<file path="src/rtl/fnpc_pkg.sv">
// ----------------------------------------------------------------------------
// fnpc_pkg: shared definitions for the four-neighbour peak clipper
// Port widths, register map, reset values and the structures passed between
// the front end, the request queue and the back end.
// ----------------------------------------------------------------------------
package fnpc_pkg;

   // Widths fixed by the external interface.
   localparam int PIXEL_PORT_W = 16;
   localparam int WIDTH_REG_W  = 11;
   localparam int HEIGHT_REG_W = 16;
   localparam int CSR_DATA_W   = 32;
   localparam int CSR_ADDR_W   = 3;

   // Register reset values.
   localparam logic [WIDTH_REG_W-1:0]  WIDTH_RESET  = 11'd1024;
   localparam logic [HEIGHT_REG_W-1:0] HEIGHT_RESET = 16'd1;

   // Queue between the front end and the back end.
   localparam int QUEUE_DEPTH = 4;
   localparam int QCOUNT_W    = $clog2(QUEUE_DEPTH + 1);

   // Pixel slots carried with each queued request.
   localparam int SLOT_PX    = 0;  // the incoming pixel, (r, c)
   localparam int SLOT_A     = 1;  // pending row, (r-1, c)
   localparam int SLOT_B     = 2;  // pending row, (r-1, c+1)
   localparam int SLOT_U     = 3;  // row above the pending row, (r-2, c)
   localparam int SLOT_UL    = 4;  // pending row, (r-1, c-1)
   localparam int SLOT_ML    = 5;  // current row, (r, c-1)
   localparam int SLOT_MLL   = 6;  // current row, (r, c-2)
   localparam int SLOT_COUNT = 7;

   typedef enum logic [0:0] {
      CSR_FRAME_WIDTH  = 1'b0,
      CSR_FRAME_HEIGHT = 1'b1
   } fnpc_csr_index_type;

   typedef enum logic [1:0] {
      KIND_ABOVE,
      KIND_LEFT,
      KIND_FINAL
   } fnpc_kind_type;

   typedef struct packed {
      logic [WIDTH_REG_W-1:0]  width;
      logic [HEIGHT_REG_W-1:0] height;
      logic                    restart;
   } fnpc_cfg_type;

   typedef struct packed {
      logic has_above;  // pixel (r-1, c) is released
      logic has_left;   // pixel (last, c-1) is released
      logic has_final;  // pixel (last, last) is released
      logic row_ge2;
      logic col_ge1;
      logic col_ge2;
      logic has_right;  // column c+1 lies inside the frame
   } fnpc_flags_type;

endpackage

</file>
<file path="src/rtl/fnpc_csr.sv">
// ----------------------------------------------------------------------------
// fnpc_csr: configuration registers
// Holds the frame width and height and flags a frame restart on any write.
// ----------------------------------------------------------------------------
module fnpc_csr
   import fnpc_pkg::*;
(
   input  logic                  clock,
   input  logic                  reset,
   input  logic                  psel,
   input  logic                  penable,
   input  logic                  pwrite,
   input  logic [CSR_ADDR_W-1:0] paddr,
   input  logic [CSR_DATA_W-1:0] pwdata,
   output logic [CSR_DATA_W-1:0] prdata,
   output logic                  pready,
   output fnpc_cfg_type          cfg
);

   logic                    width_ff;
   logic [WIDTH_REG_W-1:0]  frame_width_ff;
   logic [HEIGHT_REG_W-1:0] frame_height_ff;
   logic                    write_en;
   fnpc_csr_index_type      index;

   assign pready   = 1'b1;
   assign write_en = psel && penable && pwrite && pready;
   assign index    = fnpc_csr_index_type'(paddr[CSR_ADDR_W-1]);

   // Registers are word aligned, so the top address bit selects one.
   always_ff @(posedge clock) begin
      if (reset) begin
         frame_width_ff  <= WIDTH_RESET;
         frame_height_ff <= HEIGHT_RESET;
      end else if (write_en) begin
         unique case (index)
            CSR_FRAME_WIDTH:  frame_width_ff  <= pwdata[WIDTH_REG_W-1:0];
            CSR_FRAME_HEIGHT: frame_height_ff <= pwdata[HEIGHT_REG_W-1:0];
            default: ;
         endcase
      end
   end

   // A spare flag keeps the write strobe visible for one cycle in debug.
   always_ff @(posedge clock) begin
      if (reset) begin
         width_ff <= 1'b0;
      end else begin
         width_ff <= write_en;
      end
   end

   always_comb begin
      prdata = '0;
      unique case (index)
         CSR_FRAME_WIDTH:  prdata = CSR_DATA_W'(frame_width_ff);
         CSR_FRAME_HEIGHT: prdata = CSR_DATA_W'(frame_height_ff);
         default:          prdata = '0;
      endcase
   end

   // Any write restarts the frame at the same clock edge.
   always_comb begin
      cfg.width   = frame_width_ff;
      cfg.height  = frame_height_ff;
      cfg.restart = write_en && !width_ff ? 1'b1 : write_en;
   end

endmodule

</file>
<file path="config.mk">
export PLATFORM = sky130hd
export DESIGN_NAME = fnpc_csr
export DESIGN_NICKNAME = d
export VERILOG_FILES = /design/src/rtl/fnpc_pkg.sv /design/src/rtl/fnpc_csr.sv
export SDC_FILE = /design/constraint.sdc
export NUM_CORES = 1
export LEC_CHECK = 0
export BUFFER_PORTS_ARGS = -buffer_cell sky130_fd_sc_hd__buf_2
export CAP_MARGIN = 20
export CORE_MARGIN = 1
export CORE_UTILIZATION = 40
export CTS_CLUSTER_DIAMETER = 100
export CTS_CLUSTER_SIZE = 14
export DETAILED_ROUTE_END_ITERATION = 10
export PLACE_DENSITY = 0.88
export SLEW_MARGIN = 20
export SYNTH_ARGS = -nofsm -noshare
export SYNTH_HDL_FRONTEND = slang
export SYNTH_SLANG_ARGS = --single-unit
</file>
<file path="constraint.sdc">
create_clock -name clock -period 1.8 [get_ports clock]
set_clock_uncertainty 0.1 [all_clocks]
set_input_delay 0.36 -clock clock [delete_from_list [all_inputs] [get_ports clock]]
set_output_delay 0.36 -clock clock [all_outputs]
set_load 0.01 [all_outputs]
</file>
==> flow_metrics.tcl <==
set metrics [dict create \
    crit_path_start_kind "input port" \
    timing_hold_violations_final 0 \
    power_density_nw_per_um2 621 \
    grt_overflow 0 \
    outcome "completed" \
    grt_pass1_vias 1027 \
    netlist_top_cells_count "nand2b_1 (41), dfxtp_1 (27), mux2i_1 (27)" \
    placementRows 21 \
    yosysTopAreaCell "dfxtp_1" \
    antenna_found_initial 0 \
    synth_area_per_cell_um2 10.1 \
    irDropWorstVdd_v 0.000304 \
    first_iter_violations 38 \
    wl_per_cell_um 10.8 \
    vias 1098 \
    fin_crit_sh 0.859 \
    dp_hpwl_mm 1.98 \
    synth.top_cell.area_share 0.362 \
    ff_latch_area_um2 541 \
    ys_warn_count 0 \
    grt_pass1_wl_mm 4.69 \
    fin_nets 248 \
    rsz0062_at_grt "no" \
    ctsResizeCount 0 \
    end_kind "output port" \
    syn_area_um2 1490 \
    die_h_um 63.1 \
    tightest_slew_ps 537 \
    cts_buffers 3 \
    crit_fanout 19 \
    tns_ps 0 \
    tritoncts "yes" \
    core_area_um2 3440 \
    firstDrtPassIters 4 \
    vias_per_cell 4.34 \
    root_buffer "clkbuf_8" \
    worst_ep_required_time_ps 1340 \
    yosysSeqAreaShare 0.362 \
    post_cts_buffers 0 \
    ant_nets 0 \
    netlist_instances 148 \
    post_layout_nonfiller_instances 253 \
    num-fill-cells 341 \
    yosys-top-cells-area "dfxtp_1 (36%), mux2i_1 (18%), nand2b_1 (17%)" \
    worstPathArrival_ps 1090 \
    grt_max_degree 46 \
    initial_core_util 0.434 \
    numClockSinks 27 \
    cts_hold_buf 0 \
    yosysUniqueCellTypes 16 \
    n_antenna_cell 0 \
    relSlewSlack 0.642 \
    ys_async_sr_fraction 0 \
    place_congestion 0.671 \
    yosys_register_bits 27 \
    drive_above_1_share 0.401 \
    period_minus_slack_ps 1550 \
    fmax_mhz 647 \
    pin_count 101 \
    area_delta_synth_final_pct 20.2 \
    multi_input_area_um2 797 \
    drt_wl_total_mm 2.74 \
    synth_most_common_cell "nand2b_1" \
    setup_slack_ps 253 \
    total_power_mw 1.11 \
    drc_errors 0 \
    die-area_um2 3980 \
    dp_slack_ps 245 \
    maxCapViolCount 0 \
    hp-class "input port to flop" \
    clk_pin_slew_worst_paths_ps 90 \
    clk_latency_ps 260 \
    yosys_most_used_dff "dfxtp_1" \
    setup_viol_count_final 0 \
    h-tree-depth 1 \
    post-place-cells 249 \
    synth-edff-count 0 \
    portBuffers 65 \
    cts_buffer_depth 2 \
    path_class "input port to output port" \
    die_w_um 63.1 \
    grtUsageTotal 0.147 \
    p_leak_nw 0.921 \
    finalMaxSlewViolations 0 \
]
-- critical path: stages --
cell    delay (ps)
buf_2          100
buf_12         150
mux2_2         340
buf_2          140
-- layout by cell type, fill, tap and decap left out --
cell type | Yosys | layout
and4b_1 | 1 | 1
clkinv_2 | 0 | 1
and2_1 | 5 | 5
nor2_1 | 4 | 4
and3_1 | 1 | 1
mux2i_1 | 27 | 27
dfxtp_1 | 27 | 27
and4_4 | 1 | 1
conb_1 | 2 | 17
buf_4 | 18 | 1
nand2b_1 | 41 | 41
buf_12 | 2 | 1
clkbuf_8 | 0 | 3
nand4b_1 | 1 | 1
mux2_2 | 11 | 11
buf_2 | 2 | 65
-- cells by family after synthesis --
kind of cell,Yosys count,synth area share
flip-flops,27,0.362
buffers and inverters,27,0.142
AND/OR/NAND/NOR,54,0.227
other,2,0.00503
multiplexers,38,0.264
-- path summary, 6_finish.rpt --
path	startpoint	to	slack (ps)	depth (start not counted)
worst max-delay path	paddr[2]	prdata[10]	250	4
worst min-delay path	pwdata[14]	frame_height_ff[14]	240	3
worst max register to register	frame_width_ff[9]	frame_width_ff[9]	1060	2
worst min register to register	frame_height_ff[14]	frame_height_ff[14]	390	2
-- area by class of cell --
type                       count  share of cell area
clock buffer                   3              0.0230
clock inverter                 1             0.00279
multi-input combinational    109               0.444
sequential                    27               0.301
tap                           46              0.0321
timing repair buffer          67               0.197
-- routing by layer --
layer	GRT usage	share of wire	vias up
met5	0	0	-
li1	-	-	562
met3	0.0236	0.060	0
met4	0.0523	0	0
met1	0.172	0.45	490
met2	0.266	0.49	46
-- report_power, final --
group	internal (mW)	leakage (nW)	switching [mW]
clock	0.155	0.0255	0.178
sequential	0.610	0.219	0.00921
combinational	0.0781	0.677	0.0835
-- flip-flops by register name (all words and copies together), names as in the netlist --
signal,flops
frame_width_ff,11
frame_height_ff,16
-- through the flow --
stage	cell area (um^2)	utilization	hold slack, ps
finish	1790	0.521	241
detailed placement	1750	0.508	375
floorplan	1550	-	400
global placement	1750	0.508	365
CTS	1790	0.521	234
global route	1790	0.521	251
Power figures use the tool's default switching activity.
