**src/rtl/fnpc_pkg.sv**
```systemverilog
// ----------------------------------------------------------------------------
// fnpc_pkg: shared definitions for the four-neighbour peak clipper
// Port widths, register map, reset values and the structures passed between
// the front end, the request queue and the back end.
// ----------------------------------------------------------------------------
package fnpc_pkg;

   // Widths fixed by the external interface.
   localparam int PIXEL_PORT_W = 16;
   localparam int WIDTH_REG_W  = 11;
   localparam int HEIGHT_REG_W = 16;
   localparam int CSR_DATA_W   = 32;
   localparam int CSR_ADDR_W   = 3;

   // Register reset values.
   localparam logic [WIDTH_REG_W-1:0]  WIDTH_RESET  = 11'd1024;
   localparam logic [HEIGHT_REG_W-1:0] HEIGHT_RESET = 16'd1;

   // Queue between the front end and the back end.
   localparam int QUEUE_DEPTH = 4;
   localparam int QCOUNT_W    = $clog2(QUEUE_DEPTH + 1);

   // Pixel slots carried with each queued request.
   localparam int SLOT_PX    = 0;  // the incoming pixel, (r, c)
   localparam int SLOT_A     = 1;  // pending row, (r-1, c)
   localparam int SLOT_B     = 2;  // pending row, (r-1, c+1)
   localparam int SLOT_U     = 3;  // row above the pending row, (r-2, c)
   localparam int SLOT_UL    = 4;  // pending row, (r-1, c-1)
   localparam int SLOT_ML    = 5;  // current row, (r, c-1)
   localparam int SLOT_MLL   = 6;  // current row, (r, c-2)
   localparam int SLOT_COUNT = 7;

   typedef enum logic [0:0] {
      CSR_FRAME_WIDTH  = 1'b0,
      CSR_FRAME_HEIGHT = 1'b1
   } fnpc_csr_index_type;

   typedef enum logic [1:0] {
      KIND_ABOVE,
      KIND_LEFT,
      KIND_FINAL
   } fnpc_kind_type;

   typedef struct packed {
      logic [WIDTH_REG_W-1:0]  width;
      logic [HEIGHT_REG_W-1:0] height;
      logic                    restart;
   } fnpc_cfg_type;

   typedef struct packed {
      logic has_above;  // pixel (r-1, c) is released
      logic has_left;   // pixel (last, c-1) is released
      logic has_final;  // pixel (last, last) is released
      logic row_ge2;
      logic col_ge1;
      logic col_ge2;
      logic has_right;  // column c+1 lies inside the frame
   } fnpc_flags_type;

endpackage

```
**src/rtl/fnpc_back.sv**
```systemverilog
// ----------------------------------------------------------------------------
// fnpc_back: result sequencer
// Walks through the results released by the queued request, clips each one
// against its neighbours and holds it in the output register.
// ----------------------------------------------------------------------------
module fnpc_back
   import fnpc_pkg::*;
#(
   parameter int PIXEL_BITS = 16
)
(
   input  logic                             clock,
   input  logic                             reset,
   input  logic                             head_valid,
   input  fnpc_flags_type                   head_flags,
   input  logic [SLOT_COUNT*PIXEL_BITS-1:0] head_pix,
   output logic                             q_pop,
   input  logic                             pop,
   output logic                             empty,
   output logic [PIXEL_PORT_W-1:0]          pixel_out,
   output logic                             last_in_run,
   output logic                             end_of_frame
);

   localparam int PB = PIXEL_BITS;

   // Neighbour order: up, left, down, right.
   function automatic logic [PB-1:0] clip_peak(input logic [PB-1:0]   self,
                                               input logic [3:0]      has,
                                               input logic [4*PB-1:0] nb);
      logic [PB-1:0] best;
      logic          any;
      best = '0;
      any  = 1'b0;
      for (int i = 0; i < 4; i++) begin
         if (has[i]) begin
            any = 1'b1;
            if (nb[i*PB +: PB] > best) begin
               best = nb[i*PB +: PB];
            end
         end
      end
      return (any && (self > best)) ? best : self;
   endfunction

   logic [1:0]          done_ff;
   logic [1:0]          done_set;
   logic                out_valid_ff;
   logic [PIXEL_PORT_W-1:0] pixel_ff;
   logic                last_ff, eof_ff;

   fnpc_kind_type       kind;
   logic                pend_above, pend_left;
   logic                is_last, load;
   logic [PB-1:0]       self_px, clipped;
   logic [3:0]          has_nb;
   logic [4*PB-1:0]     nb_px;
   logic [PB-1:0]       px, pa, pb, pu, pul, pml, pmll;

   assign px   = head_pix[SLOT_PX*PB  +: PB];
   assign pa   = head_pix[SLOT_A*PB   +: PB];
   assign pb   = head_pix[SLOT_B*PB   +: PB];
   assign pu   = head_pix[SLOT_U*PB   +: PB];
   assign pul  = head_pix[SLOT_UL*PB  +: PB];
   assign pml  = head_pix[SLOT_ML*PB  +: PB];
   assign pmll = head_pix[SLOT_MLL*PB +: PB];

   assign pend_above = head_flags.has_above && !done_ff[0];
   assign pend_left  = head_flags.has_left  && !done_ff[1];

   always_comb begin
      priority if (pend_above) begin
         kind = KIND_ABOVE;
      end else if (pend_left) begin
         kind = KIND_LEFT;
      end else begin
         kind = KIND_FINAL;
      end
   end

   always_comb begin
      self_px  = px;
      has_nb   = '0;
      nb_px    = '0;
      is_last  = 1'b1;
      done_set = 2'b00;
      unique case (kind)
         KIND_ABOVE: begin
            self_px  = pa;
            has_nb   = {head_flags.has_right, 1'b1, head_flags.col_ge1, head_flags.row_ge2};
            nb_px    = {pb, px, pul, pu};
            is_last  = !(head_flags.has_left || head_flags.has_final);
            done_set = 2'b01;
         end
         KIND_LEFT: begin
            self_px  = pml;
            has_nb   = {1'b1, 1'b0, head_flags.col_ge2, head_flags.has_above};
            nb_px    = {px, {PB{1'b0}}, pmll, pul};
            is_last  = !head_flags.has_final;
            done_set = 2'b10;
         end
         KIND_FINAL: begin
            self_px  = px;
            has_nb   = {1'b0, 1'b0, head_flags.col_ge1, head_flags.has_above};
            nb_px    = {{PB{1'b0}}, {PB{1'b0}}, pml, pa};
            is_last  = 1'b1;
            done_set = 2'b00;
         end
         default: ;
      endcase
   end

   assign clipped = clip_peak(self_px, has_nb, nb_px);
   assign load    = head_valid && (!out_valid_ff || pop);
   assign q_pop   = load && is_last;

   always_ff @(posedge clock) begin
      if (reset) begin
         out_valid_ff <= 1'b0;
         done_ff      <= '0;
      end else begin
         if (load) begin
            out_valid_ff <= 1'b1;
            done_ff      <= is_last ? 2'b00 : (done_ff | done_set);
         end else if (pop) begin
            out_valid_ff <= 1'b0;
         end
      end
   end

   always_ff @(posedge clock) begin
      if (load) begin
         pixel_ff <= PIXEL_PORT_W'(clipped);
         last_ff  <= is_last;
         eof_ff   <= (kind == KIND_FINAL);
      end
   end

   assign empty        = !out_valid_ff;
   assign pixel_out    = pixel_ff;
   assign last_in_run  = last_ff;
   assign end_of_frame = eof_ff;

endmodule

```
**config.mk**
```make
export PLATFORM = sky130hd
export DESIGN_NAME = fnpc_back
export DESIGN_NICKNAME = d
export VERILOG_FILES = /design/src/rtl/fnpc_pkg.sv /design/src/rtl/fnpc_back.sv
export SDC_FILE = /design/constraint.sdc
export NUM_CORES = 1
export LEC_CHECK = 0
export BUFFER_PORTS_ARGS = -buffer_cell sky130_fd_sc_hd__buf_2
export CAP_MARGIN = 10
export CORE_UTILIZATION = 30
export CTS_CLUSTER_SIZE = 10
export DETAILED_ROUTE_END_ITERATION = 12
export GPL_TIMING_DRIVEN = 0
export PLACE_DENSITY = 0.56
export SLEW_MARGIN = 20
export SYNTH_ARGS = -nofsm -noshare
export SYNTH_HDL_FRONTEND = slang
export SYNTH_SLANG_ARGS = --single-unit
```
**constraint.sdc**
```tcl
create_clock -name clock -period 9 [get_ports clock]
set_input_delay 0.45 -clock clock [delete_from_list [all_inputs] [get_ports clock]]
set_output_delay 0.45 -clock clock [all_outputs]
set_load 0.03 [all_outputs]
```
==> run_results.csv <==
group,metric,value,unit
critical_path,crit_path_end_kind,"flip-flop",
synth,synth_warnings,0,
power_and_ir_drop,p_leak,2.93,nW
drt,drt_wl_total,20200,µm
synth,syn_area_per_cell,7.30,µm²
drt,drt-pass1-iter-count,5,
global_routing,grt_use_met2,40.8,%
layout,final_cells,1022,
layout,multi_input_area,0.00408,mm²
critical_path,start_kind,"flip-flop",
critical_path,worstPathMaxFanout,10,
layout,layout.nets,999,
timing,finClkSkew,0.00227,ns
global_routing,track_usage,24.7,%
synth,synth.cell_area,0.00470,mm²
synth,synth.distinct_cells,57,
place,placedCellCount,997,
clock_tree,cts_buffer_depth,2,
worst_hold_path,hp-start,"reset",
critical_path,reg2reg_to,"pixel_out[13]",
drt,drc,0,
floorplanning,die_h,127,µm
place,place.gp.congestion,0.930,
place,hpwl,16300,µm
clock_tree,cts_buffers,3,
layout,num_antenna_cells,0,
clock_tree,cts.sinks,21,
clock_tree,htreeDepth,1,
floorplanning,dieArea,0.0162,mm²
layout,drive_gt1_share,31.2,%
critical_path,crit_path_frequent_cell,"buf_6",
power_and_ir_drop,power,1.10,mW
layout,nFillCells,1653,
critical_path,crit_slowest_cell,"or4_4",
drt,routed_via_density,5.62,
timing,relSlewSlack,57.2,%
clock_tree,root_buffer,"clkbuf_16",
drt,dr.first_iter.drc_count,402,
global_routing,top_usage_layer,"met2",
global_routing,grt_pass1_wl,30400,µm
synth,synth_edf_count,18,
layout,regArea,603,µm²
power_and_ir_drop,ir_worst_vdd,0.000105,V
critical_path,worst-path-buf-inv,9,
timing,hold_viol,0,
drt,wl_per_cell,19.8,µm
layout,design_area,0.00634,mm²
critical_path,critical_path.max_stage_delay,0.61,ns
timing,tightest_slew,0.642,ns
clock_tree,clk_pin_slew_worst_paths,0.06,ns
critical_path,r2r_cells,40,
timing,clock.fmax,0.113,GHz
synth,synthFlopType,"edfxtp_1",
global_routing,grt_start_max_net_pins,23,
critical_path,r2r_setup_slack,0.17,ns
synth,ys_ff_latch,21,
critical_path,r2r-start,"done_ff[0]",
global_routing,antenna_found_initial,0,
timing,setup_ws,0.172,ns
place,place_area,0.00568,mm²
critical_path,worstPathRequired,9.01,ns
run,max_cap_violations,0,
synth,seq_area_frac_synth,12.8,%
synth,syn-num-nets,831,
outcome,status,"complete, no violations",
timing,fin_crit_sh,98.1,%
critical_path,criticalPathCategory,"flip-flop to flip-flop",
critical_path,critPathArrivalTime,8.84,ns
critical_path,setup.worst_path.start,"done_ff[0]",
worst_hold_path,hold_class,"input pin to flip-flop",
timing,post-route-min-period,8.83,ns
place,pre_cts_ws,-2.16,ns
timing,final_max_slew_viol_count,0,
floorplanning,start_util,30.8,%
global_routing,grt_overflow,0,
worst_hold_path,worst_hold_path.num_cells,2,
floorplanning,core-area,0.0153,mm²
global_routing,met1_usage,33.4,%
synth,async_reset_ff_share,0,%
drt,antenna_left,0,
clock_tree,clk_latency,0.27,ns
layout,area_growth,34.9,%
synth,syn_inst,644,
worst_hold_path,whs_endpoint,"done_ff[1]",
critical_path,cp_top_family,"compound AO/OA/AOI/OAI gates",
global_routing,grt_pass1_vias,5573,
drt,num_vias,5747,
floorplanning,ios,143,
place,port_buffers,142,
layout,utilization,41.5,%
floorplanning,die_w,127,µm
timing,setup_viol,0,
clock_tree,cts_tree,"done",
global_routing,use_met3,3.39,%
power_and_ir_drop,power.density,173,mW/mm²
floorplanning,num_rows,45,
sequential cells by signal, summed over array words and instances (netlist names):
register,cells
pixel_out,16
out_valid_ff,1
end_of_frame,1
last_in_run,1
done_ff,2
cell usage after synthesis, types with 4 or more instances:
cell type	number	area share, %
a31oi_1	42	5.6
o21ai_0	15	1.6
inv_1	5	0.40
buf_1	7	0.56
edfxtp_1	18	12
clkbuf_1	17	1.4
a211o_1	26	4.8
a21o_1	19	3.0
mux2_2	10	2.4
buf_2	16	1.7
a22oi_1	6	0.96
nand2_1	95	7.6
nor2b_1	7	0.93
nand2b_1	11	1.5
nor3b_1	17	2.7
a21oi_1	54	5.8
a22o_1	16	3.0
mux2i_1	18	3.8
nor3_1	11	1.2
buf_6	4	0.96
nand4_1	10	1.3
nand3_1	5	0.53
ha_1	64	17
and2_1	17	2.3
o21a_1	4	0.64
nor2_1	74	5.9
repair_timing:
item | in CTS | in global routing
resized for setup | 68 | 33
endpoints found under the setup margin | 16 | 16
setup buffers | 12 | 8
pin swaps | 7 | 18
hold endpoints to repair | 0 | 0
hold buffers | 0 | 0
gates cloned | 0 | 2
cells in the final DEF (no fill, tap or decap), drive strengths merged, types with 2 or more instances in the layout:
master / netlist / routed
a2111o: 3 / 3
a211o: 26 / 26
a211oi: 3 / 3
a21boi: 4 / 4
a21o: 19 / 19
a21oi: 57 / 57
a22o: 16 / 16
a22oi: 6 / 6
a31oi: 42 / 42
and2: 19 / 19
and4: 3 / 3
buf: 29 / 191
clkbuf: 17 / 22
dfxtp: 3 / 3
edfxtp: 18 / 18
ha: 64 / 64
inv: 5 / 5
mux2: 10 / 10
mux2i: 18 / 18
nand2: 95 / 95
nand2b: 11 / 11
nand3: 5 / 5
nand4: 10 / 10
nor2: 76 / 76
nor2b: 7 / 7
nor3: 11 / 11
nor3b: 17 / 17
o211ai: 4 / 4
o21a: 4 / 4
o21ai: 16 / 16
o221ai: 2 / 2
o22ai: 2 / 2
o311ai: 3 / 3
o31a: 3 / 3
o31ai: 2 / 2
or2: 5 / 5
or3: 2 / 2
area by class of cell:
type	instances	area share (%)
Timing Repair Buffer	164	14.5
Tap cell	211	4.16
Buffer	45	5.94
Inverter	5	0.296
Clock buffer	4	1.24
Multi-Input combinational cell	572	64.4
Sequential cell	21	9.51
kinds of logic (layout without fill, tap and decap cells):
kind of cell | Yosys count | after routing | share of synthesized area, %
adders and majority gates | 64 | 64 | 17.0
and+or+nand+nor | 263 | 263 | 26.7
AOI/OAI and AO/OA | 217 | 217 | 32.0
buffers and inverters | 51 | 218 | 5.30
DFF | 21 | 21 | 12.8
muxes | 28 | 28 | 6.23
worst register-to-register path, delay by kind of cell, from the launching register on:
family / cells / cell delay, ns
muxes: 1 / 0.34
DFF: 1 / 0.34
and+or+nand+nor: 9 / 1.69
adders and majority gates: 4 / 1.27
buffers and inverters: 9 / 1.49
AOI/OAI and AO/OA: 17 / 3.47
metrics by stage:
step,setup TNS [ns],hold slack [ns]
finish,0,0.384
global route,-0.187,0.386
CTS,0,0.384
detailed placement,-31.84,0.491
global placement,-32.84,0.484
floorplan,0,0.459
worst max-delay path by stage:
stage	to	slack, ns	cells past startpoint
6_report	pixel_out[13]	0.17	40
5_1_grt	pixel_out[15]	-0.08	44
4_1_cts	pixel_out[13]	0.009	42
3_5_place_dp	pixel_out[0]	-2.16	42
3_3_place_gp	pixel_out[0]	-2.21	42
2_1_floorplan	pixel_out[0]	0.26	39
metal layers:
| layer | wire length, µm | vias to the layer above |
|---|---|---|
| li1 | - | 2765 |
| met1 | 9320 | 2697 |
| met2 | 8980 | 243 |
| met3 | 1320 | 42 |
| met4 | 618 | 0 |
| met5 | 0 | - |
report_power, final:
part | leakage (nW) | switching [mW] | internal, mW
logic | 2.69 | 0.491 | 0.360
clock network | 0.0382 | 0.0398 | 0.0607
registers | 0.203 | 0.00563 | 0.141
total | 2.93 | 0.536 | 0.562
Power figures use the tool's default switching activity.
