File: config.mk
export PLATFORM = sky130hd
export DESIGN_NAME = fnpc_queue
export DESIGN_NICKNAME = d
export VERILOG_FILES = /design/src/rtl/fnpc_pkg.sv /design/src/rtl/fnpc_queue.sv
export SDC_FILE = /design/constraint.sdc
export NUM_CORES = 1
export LEC_CHECK = 0
export BUFFER_PORTS_ARGS = -buffer_cell sky130_fd_sc_hd__buf_4
export CELL_PAD_IN_SITES_DETAIL_PLACEMENT = 0
export CELL_PAD_IN_SITES_GLOBAL_PLACEMENT = 2
export CORE_MARGIN = 8
export CORE_UTILIZATION = 35
export CTS_CLUSTER_SIZE = 12
export DETAILED_ROUTE_END_ITERATION = 8
export GPL_ROUTABILITY_DRIVEN = 0
export PLACE_DENSITY_LB_ADDON = 0.05
export SLEW_MARGIN = 0
export SYNTH_ARGS = -nofsm -noshare
export SYNTH_HDL_FRONTEND = slang
export SYNTH_SLANG_ARGS = --single-unit
File: constraint.sdc
create_clock -name clock -period 1.6 [get_ports clock]
set_input_delay 0.24 -clock clock [delete_from_list [all_inputs] [get_ports clock]]
set_output_delay 0.24 -clock clock [all_outputs]
set_load 0.02 [all_outputs]
File: src/rtl/fnpc_pkg.sv
// ----------------------------------------------------------------------------
// fnpc_pkg: shared definitions for the four-neighbour peak clipper
// Port widths, register map, reset values and the structures passed between
// the front end, the request queue and the back end.
// ----------------------------------------------------------------------------
package fnpc_pkg;

   // Widths fixed by the external interface.
   localparam int PIXEL_PORT_W = 16;
   localparam int WIDTH_REG_W  = 11;
   localparam int HEIGHT_REG_W = 16;
   localparam int CSR_DATA_W   = 32;
   localparam int CSR_ADDR_W   = 3;

   // Register reset values.
   localparam logic [WIDTH_REG_W-1:0]  WIDTH_RESET  = 11'd1024;
   localparam logic [HEIGHT_REG_W-1:0] HEIGHT_RESET = 16'd1;

   // Queue between the front end and the back end.
   localparam int QUEUE_DEPTH = 4;
   localparam int QCOUNT_W    = $clog2(QUEUE_DEPTH + 1);

   // Pixel slots carried with each queued request.
   localparam int SLOT_PX    = 0;  // the incoming pixel, (r, c)
   localparam int SLOT_A     = 1;  // pending row, (r-1, c)
   localparam int SLOT_B     = 2;  // pending row, (r-1, c+1)
   localparam int SLOT_U     = 3;  // row above the pending row, (r-2, c)
   localparam int SLOT_UL    = 4;  // pending row, (r-1, c-1)
   localparam int SLOT_ML    = 5;  // current row, (r, c-1)
   localparam int SLOT_MLL   = 6;  // current row, (r, c-2)
   localparam int SLOT_COUNT = 7;

   typedef enum logic [0:0] {
      CSR_FRAME_WIDTH  = 1'b0,
      CSR_FRAME_HEIGHT = 1'b1
   } fnpc_csr_index_type;

   typedef enum logic [1:0] {
      KIND_ABOVE,
      KIND_LEFT,
      KIND_FINAL
   } fnpc_kind_type;

   typedef struct packed {
      logic [WIDTH_REG_W-1:0]  width;
      logic [HEIGHT_REG_W-1:0] height;
      logic                    restart;
   } fnpc_cfg_type;

   typedef struct packed {
      logic has_above;  // pixel (r-1, c) is released
      logic has_left;   // pixel (last, c-1) is released
      logic has_final;  // pixel (last, last) is released
      logic row_ge2;
      logic col_ge1;
      logic col_ge2;
      logic has_right;  // column c+1 lies inside the frame
   } fnpc_flags_type;

endpackage

File: src/rtl/fnpc_queue.sv
// ----------------------------------------------------------------------------
// fnpc_queue: request queue between front end and back end
// Small first-in first-out buffer with the oldest entry shown at the head.
// ----------------------------------------------------------------------------
module fnpc_queue
   import fnpc_pkg::*;
#(
   parameter int WIDTH = 8
)
(
   input  logic                clock,
   input  logic                reset,
   input  logic                wr_en,
   input  logic [WIDTH-1:0]    wr_data,
   input  logic                rd_en,
   output logic                head_valid,
   output logic [WIDTH-1:0]    head_data,
   output logic [QCOUNT_W-1:0] count
);

   localparam int PW = $clog2(QUEUE_DEPTH);

   logic [WIDTH-1:0]    entry_ff [QUEUE_DEPTH];
   logic [PW-1:0]       wr_ptr_ff, wr_ptr_in;
   logic [PW-1:0]       rd_ptr_ff, rd_ptr_in;
   logic [QCOUNT_W-1:0] count_ff, count_in;

   always_comb begin
      wr_ptr_in = wr_ptr_ff;
      rd_ptr_in = rd_ptr_ff;
      count_in  = count_ff;
      if (wr_en) begin
         wr_ptr_in = (wr_ptr_ff == PW'(QUEUE_DEPTH - 1)) ? '0 : wr_ptr_ff + 1'b1;
      end
      if (rd_en) begin
         rd_ptr_in = (rd_ptr_ff == PW'(QUEUE_DEPTH - 1)) ? '0 : rd_ptr_ff + 1'b1;
      end
      unique case ({wr_en, rd_en})
         2'b10:   count_in = count_ff + 1'b1;
         2'b01:   count_in = count_ff - 1'b1;
         default: count_in = count_ff;
      endcase
   end

   always_ff @(posedge clock) begin
      if (reset) begin
         wr_ptr_ff <= '0;
         rd_ptr_ff <= '0;
         count_ff  <= '0;
      end else begin
         wr_ptr_ff <= wr_ptr_in;
         rd_ptr_ff <= rd_ptr_in;
         count_ff  <= count_in;
      end
   end

   always_ff @(posedge clock) begin
      if (wr_en) begin
         entry_ff[wr_ptr_ff] <= wr_data;
      end
   end

   assign head_valid = (count_ff != '0);
   assign head_data  = entry_ff[rd_ptr_ff];
   assign count      = count_ff;

endmodule

==> impl_metrics.yaml, run 1 <==
sta:
  rsz0062_at_grt: "yes"
  slew_headroom_pct: 85.1
  hold_violations: 0
  fmax_ghz: 0.603
  slew_violations: 0
  finalSetupViolations: 8
  layout_setup_ws_ps: -58.2
  worstMarginPinSlew_ps: 224
  fin_crit_sh_pct: 104
  min_period_ps: 1660
  fin_skew_ps: 6.28
synth:
  yosys.area_share.adder_pct: 5.98
  synth_ff_type: "edfxtp_1"
  syn_inst: 85
  seq_area_frac_synth_pct: 71.8
  syn_area_um2: 1590
  synth_cell_types: 17
  synth-compound-area-share_pct: 1.26
  synth_top_family_by_area: "multiplexers"
  synth-simple-area-share_pct: 4.72
  synth-edff-count: 32
  synth.avg_cell_area_um2: 18.7
  yosysWarnings: 0
  ys_seq_elements: 41
  synthXorXnorAreaFrac_pct: 1.10
  syn_nets: 104
  yosys.area.top_type: "edfxtp_1"
  synth.area.mux_share_pct: 13.2
  synth_top_area_share_pct: 60.4
  synth_area_leaders: "edfxtp_1 60%, dfxtp_1 11%, mux4_2 11%"
  synthArstFlopShare_pct: 0
worst_hold_path:
  hp-class: "input port to flip-flop"
  hp-start: "wr_data[7]"
setup_path:
  path_cells: "buf_6, mux4_2, buf_6"
  crit_fanout: 4
  crit_path_frequent_cell: "buf_6"
  path_class: "flip-flop to primary output"
  cp_slowest_cell: "mux4_2"
  worstPathArrival_ps: 1420
  slowest_delay_ps: 510
  critical-path-top-delay-family: "multiplexers"
  timing.rr.start: "count[0]"
  critPathCaptureType: "primary output"
  crit_required_ps: 1360
  path_buf_inv: 2
  rrSetupSlack_ps: 150
  start_kind: "flip-flop"
placed_design:
  place_hpwl_mm: 1.99
  portBuffers: 23
  place_ws_ps: -30.8
finish:
  seq_area_um2: 1140
  area_growth_pct: 26.9
  drive_gt1_share_pct: 37.9
  multi_input_area_um2: 418
  post-route-util_pct: 46.4
  diodes: 0
  final_nets: 142
  most-common-layout-cells: "32 x edfxtp_1, 22 x buf_4, 10 x buf_6"
  nFillCells: 389
  final_common_cell: "edfxtp_1"
detailed_routing:
  finalWirelength_mm: 2.70
  drt-initial-drc-count: 35
  via_per_inst: 4.71
  drc: 0
  antenna_left: 0
  first_pass_iters: 2
  wl_per_cell_um: 15.3
  vias: 829
cts:
  cts.sinks: 41
  cts_root_buf: "clkbuf_8"
  hold_buffers: 0
  clock_latency_ps: 280
  cts_made_buffers: 5
  htree_levels: 2
  clk_pin_slew_worst_paths_ps: 70
  cts_tree: "yes"
  clockBufferDepth: 2
power:
  ir_worst_vdd_mv: 0.456
  leakage_nw: 0.763
  p_per_area_nw_per_um2: 1100
status:
  status: "finished with violations"
  violations: "setup timing"
flow_run:
  cap_violations: 0
global_routing:
  gr-total-overflow: 0
  grt_max_degree: 12
  grt_pass1_vias: 878
  antenna_found_initial: 0
  grt_pass1_wl_mm: 4.34
  grtUsageTotal_pct: 8.11
floorplan:
  dieArea_um2: 6960
  die_w_um: 83.4
  die_y_um: 83.4
  core_area_um2: 4350
  start_util_pct: 36.5
  io_pins: 24
  row_count: 24
==> through the flow <==
stage          TNS [ps]  cell area [um2]  hold slack [ps]  power, W  std cells
2_1_floorplan         0             1590              309   0.00144         85
3_3_place_gp          0             1900              441   0.00159        168
3_5_place_dp      -30.8             1900              446   0.00160        168
4_1_cts            -577             2020              142   0.00225        176
5_1_grt            -860             2020              139   0.00233        176
6_report           -371             2020              154   0.00221        176
==> logic make-up after synthesis <==
kind of cell    Yosys count
simple gates             14
mux                      11
buf+inv                   6
flops                    41
fa+ha+maj                 7
xor+xnor                  2
compound gates            4
==> layer usage <==
| layer | global-route usage (%) | vias up | share of wire (%) |
|---|---|---|---|
| met4 | 3.83 | 0 | 1.8 |
| met5 | 0 | - | 0 |
| met3 | 3.61 | 5 | 4.4 |
| li1 | - | 398 | - |
| met1 | 9.00 | 406 | 46 |
| met2 | 12.9 | 20 | 48 |
==> final cells by class <==
class	count	area share, %
timing repair buffer	33	14.8
sequential	41	56.6
clock buffer	8	3.97
tap	52	3.22
multi-input combinational	38	20.7
inverter	4	0.744
==> cell usage after synthesis (all sizes together), types with 2 or more instances <==
master	count
a21oi	3
and2	4
dfxtp	9
edfxtp	32
ha	6
inv	4
mux2i	3
mux4	8
nor2	6
nor3b	2
or3	2
==> power breakdown <==
| group | switching (W) | total (W) | internal, W |
|---|---|---|---|
| combinational | 0.000171 | 0.000357 | 0.000186 |
| clock | 0.000312 | 0.000622 | 0.000310 |
| sequential | 0.0000300 | 0.00123 | 0.00120 |
| total | 0.000513 | 0.00221 | 0.00170 |
==> sequential cells by signal (all words and copies together) (netlist names), named ones only <==
name,count
rd_ptr_ff,2
count,3
wr_ptr_ff,2
entry_ff,32
==> what timing repair did <==
item / 4_1_cts / 5_1_grt
setup endpoints to repair: 8 / 8
setup buffers: 0 / 0
resized for setup: 11 / 0
==> path summary, 6_finish.rpt <==
path | to | depth (start not counted)
max | head_data[5] | 3
min | entry_ff[3][7] | 1
max reg2reg | count[2] | 4
min reg2reg | count[2] | 2
Note: power is estimated with default switching activity, not from simulation.
==> inputs of run 2 (changes only) <==
- CORE_ASPECT_RATIO: unset -> 0.7
==> run 2 against run 1 <==
  * The run still ends with setup timing left
  * Critical path type unchanged
  * Routed wire length decreased by 1.7%
  * Largest power group unchanged
  * Die area rose by 0.49%
  * Via count shrank 5.2%
  * Flip-flop and latch count stayed put
==> impl_metrics.yaml, run 2 (same netlist as run 1, synthesis figures left out) <==
power:
  leakage_nw: 0.790
  pwr-share-comb_pct: 14.0
  p_per_area_nw_per_um2: 1230
  p_switching_w: 0.000538
  ir_worst_vdd_mv: 0.684
  clkPwrFrac_pct: 37.6
  netSwitchingFraction_pct: 21.1
  internal-power_w: 0.00201
  power_frac_seq_pct: 48.4
setup_path:
  worstPathArrival_ps: 1450
  crit_required_ps: 1360
  start_kind: "flip-flop"
  r2r_cells: 4
  slowest_delay_ps: 520
  rr_endpoint: "count[2]"
  rrSetupSlack_ps: 150
  crit_fanout: 8
  critical-path-top-delay-family: "multiplexers"
  cp_slowest_cell: "mux4_2"
  timing.rr.start: "count[0]"
  path_cells: "buf_12, mux4_2, buf_6"
  path_buf_inv: 2
  path_class: "flip-flop to primary output"
  critPathCaptureType: "primary output"
finish:
  area_growth_pct: 30.1
  final_common_cell: "edfxtp_1"
  final_nets: 142
  post-route-util_pct: 47.5
  nFillCells: 386
  drive_gt1_share_pct: 40.3
  diodes: 0
  largest_reg_flops: 32
  most-common-layout-cells: "32 x edfxtp_1, 24 x buf_4, 8 x mux4_2, 8 x dfxtp_1, 8 x buf_6"
  top_register: "entry_ff"
floorplan:
  io_pins: 24
  row_count: 20
  dieArea_um2: 6990
  start_util_pct: 36.5
  core_area_um2: 4350
  die_y_um: 72.4
  die_w_um: 96.6
detailed_routing:
  wl_per_cell_um: 14.8
  drt-met1-wl_mm: 1.32
  drt-initial-drc-count: 44
  via_per_inst: 4.39
  met2_length_mm: 1.23
  first_pass_iters: 3
  met3_length_um: 92
  drc: 0
  vias: 786
  top_layer: "met4"
  antenna_left: 0
  finalWirelength_mm: 2.65
global_routing:
  grt_pass1_wl_mm: 4.27
  grtUsageTotal_pct: 8.60
  antenna_found_initial: 0
  gr-total-overflow: 0
  grt_pass1_vias: 829
  grt_max_degree: 14
sta:
  fin_crit_sh_pct: 105
  fin_skew_ps: 5.57
  worstMarginPinSlew_ps: 205
  slew_violations: 0
  fin_setup_tns_ps: -568
  min_period_ps: 1690
  fmax_ghz: 0.593
  finalSetupViolations: 8
  hold_violations: 0
  layout_setup_ws_ps: -87.3
  slew_headroom_pct: 86.3
  rsz0062_at_grt: "yes"
cts:
  cts_tree: "yes"
  clk_pin_slew_worst_paths_ps: 80
  htree_levels: 2
  cts_made_buffers: 5
  clockBufferDepth: 2
  cts_root_buf: "clkbuf_8"
  cts.sinks: 41
  clock_latency_ps: 280
status:
  violations: "setup timing"
  status: "finished with violations"
flow_run:
  cap_violations: 0
worst_hold_path:
  holdPathStages: 1
  hp-class: "input port to flip-flop"
  hp-start: "wr_data[0]"
  holdPathEnd: "entry_ff[3][0]"
placed_design:
  portBuffers: 23
  place_hpwl_mm: 1.91
==> run 2: changes by cell type in the layout (fill, tap and decap cells not counted), sizes merged <==
cell    before  now
bufinv       0    2
clkbuf       8    5
clkinv       0    1
==> run 2: layout make-up <==
type | instances | area (um2) | area share [%]
multi-input combinational | 38 | 418 | 20.2
inverter | 4 | 15.0 | 0.726
clock inverter | 3 | 65.1 | 3.15
clock buffer | 5 | 68.8 | 3.33
sequential | 41 | 1140 | 55.2
tap | 55 | 68.8 | 3.33
timing repair buffer | 33 | 290 | 14.0
==> run 2: what timing repair did <==
item | 4_1_cts | 5_1_grt
cloned | 0 | 0
endpoints found under the setup margin | 8 | 8
resized for setup | 9 | 0
hold buffers | 0 | 0
buffers inserted | 0 | 0
==> run 2: worst max-delay path by stage <==
stage                   endpoint      start  cells after the start  slack [ps]
floorplan               count[2]      wr_en                      6         120
global placement        count[2]      wr_en                      7          -8
detailed placement      count[2]      wr_en                      7         -40
CTS                 head_data[6]  flip-flop                      3        -110
global route        head_data[6]  flip-flop                      3        -150
finish              head_data[6]  flip-flop                      3         -90
==> run 2: per-layer routing <==
metal	GRT usage, %	vias up
met2	13.1	9
met4	2.51	0
met5	0	-
met1	10.5	380
li1	-	395
met3	4.12	2
==> run 2: through the flow <==
step / instance area [um2] / setup slack (ps) / hold slack [ps] / total power (W) / cells
global placement: 1900 / -8.20 / 441 / 0.00160 / 171
detailed placement: 1900 / -38.8 / 447 / 0.00160 / 171
finish: 2070 / -87.3 / 157 / 0.00255 / 179
global route: 2070 / -148 / 137 / 0.00266 / 179
CTS: 2070 / -112 / 148 / 0.00258 / 179
floorplan: 1590 / 117 / 309 / 0.00144 / 85
==> run 2: power groups by stage <==
stage / sequential, W / clock, W / combinational [W]
4_1_cts: 0.00123 / 0.000986 / 0.000364
6_report: 0.00123 / 0.000958 / 0.000355
3_3_place_gp: 0.00126 / 0 / 0.000341
3_5_place_dp: 0.00126 / 0 / 0.000342
2_1_floorplan: 0.00126 / 0 / 0.000177
5_1_grt: 0.00124 / 0.00103 / 0.000388
==> inputs of run 3 (changes only) <==
- CORE_ASPECT_RATIO: 0.7 -> 2
==> run 3 against run 2 <==
  * The flow still finishes with violations (setup timing)
  * Critical path depth is the same
  * Worst setup slack gained 23 ps
  * Power shrank 4.4%
  * Clock-buffer cell count grew 1
  * Core utilization shrank 0.81 points
  * Largest power group unchanged
==> impl_metrics.yaml, run 3 (same netlist as run 1, synthesis figures left out) <==
status:
  status: "finished with violations"
  violations: "setup timing"
global_routing:
  use_met3_pct: 3.04
  grt.met1_usage_pct: 7.08
  grt_pass1_vias: 985
  grt_pass1_wl_mm: 4.57
  gr-total-overflow: 0
  antenna_found_initial: 0
  grtUsageTotal_pct: 8.54
  grt_max_degree: 14
  grt-busiest-layer: "met2"
  use_met2_pct: 16.3
sta:
  min_period_ps: 1660
  worstMarginPinSlew_ps: 434
  fin_setup_tns_ps: -420
  fin_crit_sh_pct: 104
  hold_violations: 0
  slew_headroom_pct: 71.0
  slew_violations: 0
  fmax_ghz: 0.601
  fin_skew_ps: 3.60
  layout_setup_ws_ps: -64.3
  finalSetupViolations: 8
  rsz0062_at_grt: "yes"
setup_path:
  crit_required_ps: 1360
  worstPathArrival_ps: 1420
  crit_fanout: 8
  timing.rr.start: "count[0]"
  start_kind: "flip-flop"
  critPathCaptureType: "primary output"
  path_class: "flip-flop to primary output"
detailed_routing:
  first_pass_iters: 3
  antenna_left: 0
  finalWirelength_mm: 2.76
  via_per_inst: 4.67
  wl_per_cell_um: 15.6
  drc: 0
  vias: 827
  drt-initial-drc-count: 10
floorplan:
  die_w_um: 63.7
  start_util_pct: 36.3
  io_pins: 24
  row_count: 34
  die_y_um: 111
  dieArea_um2: 7090
  core_area_um2: 4380
placed_design:
  placedInstanceArea_um2: 1890
  place_hpwl_mm: 2.16
  dpl.cell_count: 169
  portBuffers: 23
finish:
  final_common_cell: "edfxtp_1"
  drive_gt1_share_pct: 39.8
  largest_reg_flops: 32
  finish.instance_area_um2: 2050
  stdcell_count: 177
  area_growth_pct: 28.6
  most-common-layout-cells: "32 x edfxtp_1, 23 x buf_4, 8 x mux4_2, 8 x dfxtp_1, 8 x buf_6"
  diodes: 0
  final_nets: 141
  top_register: "entry_ff"
cts:
  hold_buffers: 0
  cts_made_buffers: 5
  post_cts_buffers: 0
  cts_root_buf: "clkbuf_8"
  cts_tree: "yes"
  clockBufferDepth: 2
  clock_latency_ps: 280
  htree_levels: 2
  cts-resized-gates: 9
  cts.sinks: 41
  clk_pin_slew_worst_paths_ps: 80
power:
  ir_worst_vdd_mv: 0.859
  pwr-share-comb_pct: 14.6
  p_switching_w: 0.000538
  power_frac_seq_pct: 50.7
  finalPower_w: 0.00243
  p_per_area_nw_per_um2: 1190
  internal-power_w: 0.00190
  clkPwrFrac_pct: 34.7
  netSwitchingFraction_pct: 22.1
  leakage_nw: 0.775
worst_hold_path:
  hp-start: "wr_data[0]"
  hp-class: "input port to flip-flop"
flow_run:
  cap_violations: 0
-- run 3: power groups by stage --
stage | clock, W | combinational [W] | sequential, W
2_1_floorplan | 0 | 0.000177 | 0.00126
6_report | 0.000844 | 0.000356 | 0.00123
4_1_cts | 0.000874 | 0.000367 | 0.00124
3_3_place_gp | 0 | 0.000341 | 0.00126
5_1_grt | 0.000907 | 0.000385 | 0.00124
3_5_place_dp | 0 | 0.000346 | 0.00126
-- run 3: layer usage --
metal	wire length, um	part of all wire (%)
met1	934	34
met2	1630	59
met3	132	4.8
met4	72	2.6
met5	0	0
-- run 3: worst max-delay path, stage by stage (launching register included) --
cell	delay, ps
dfxtp_2	340
buf_12	130
mux4_2	510
buf_6	150
-- run 3: final cells by class --
type,instances,area (um2)
Sequential cell,41,1140
Clock buffer,6,82.6
Tap cell,54,67.6
Inverter,4,15.0
Fill cell,386,2340
Multi-Input combinational cell,38,418
Clock inverter,2,37.5
Timing Repair Buffer,32,283
-- run 3: path summary, 6_finish.rpt --
check	to	slack, ps	cells after the start
worst min register to register	count[2]	520	2
worst min-delay path	entry_ff[1][0]	150	1
worst max register to register	count[2]	140	4
worst max-delay path	head_data[5]	-60	3
-- run 3: metrics by stage --
step,util [%],hold slack (ps),setup WS (ps)
2_1_floorplan,-,309,117
3_3_place_gp,43.2,439,4.12
3_5_place_dp,43.2,444,-61.8
4_1_cts,46.7,139,-92.4
5_1_grt,46.7,138,-120
6_report,46.7,150,-64.3
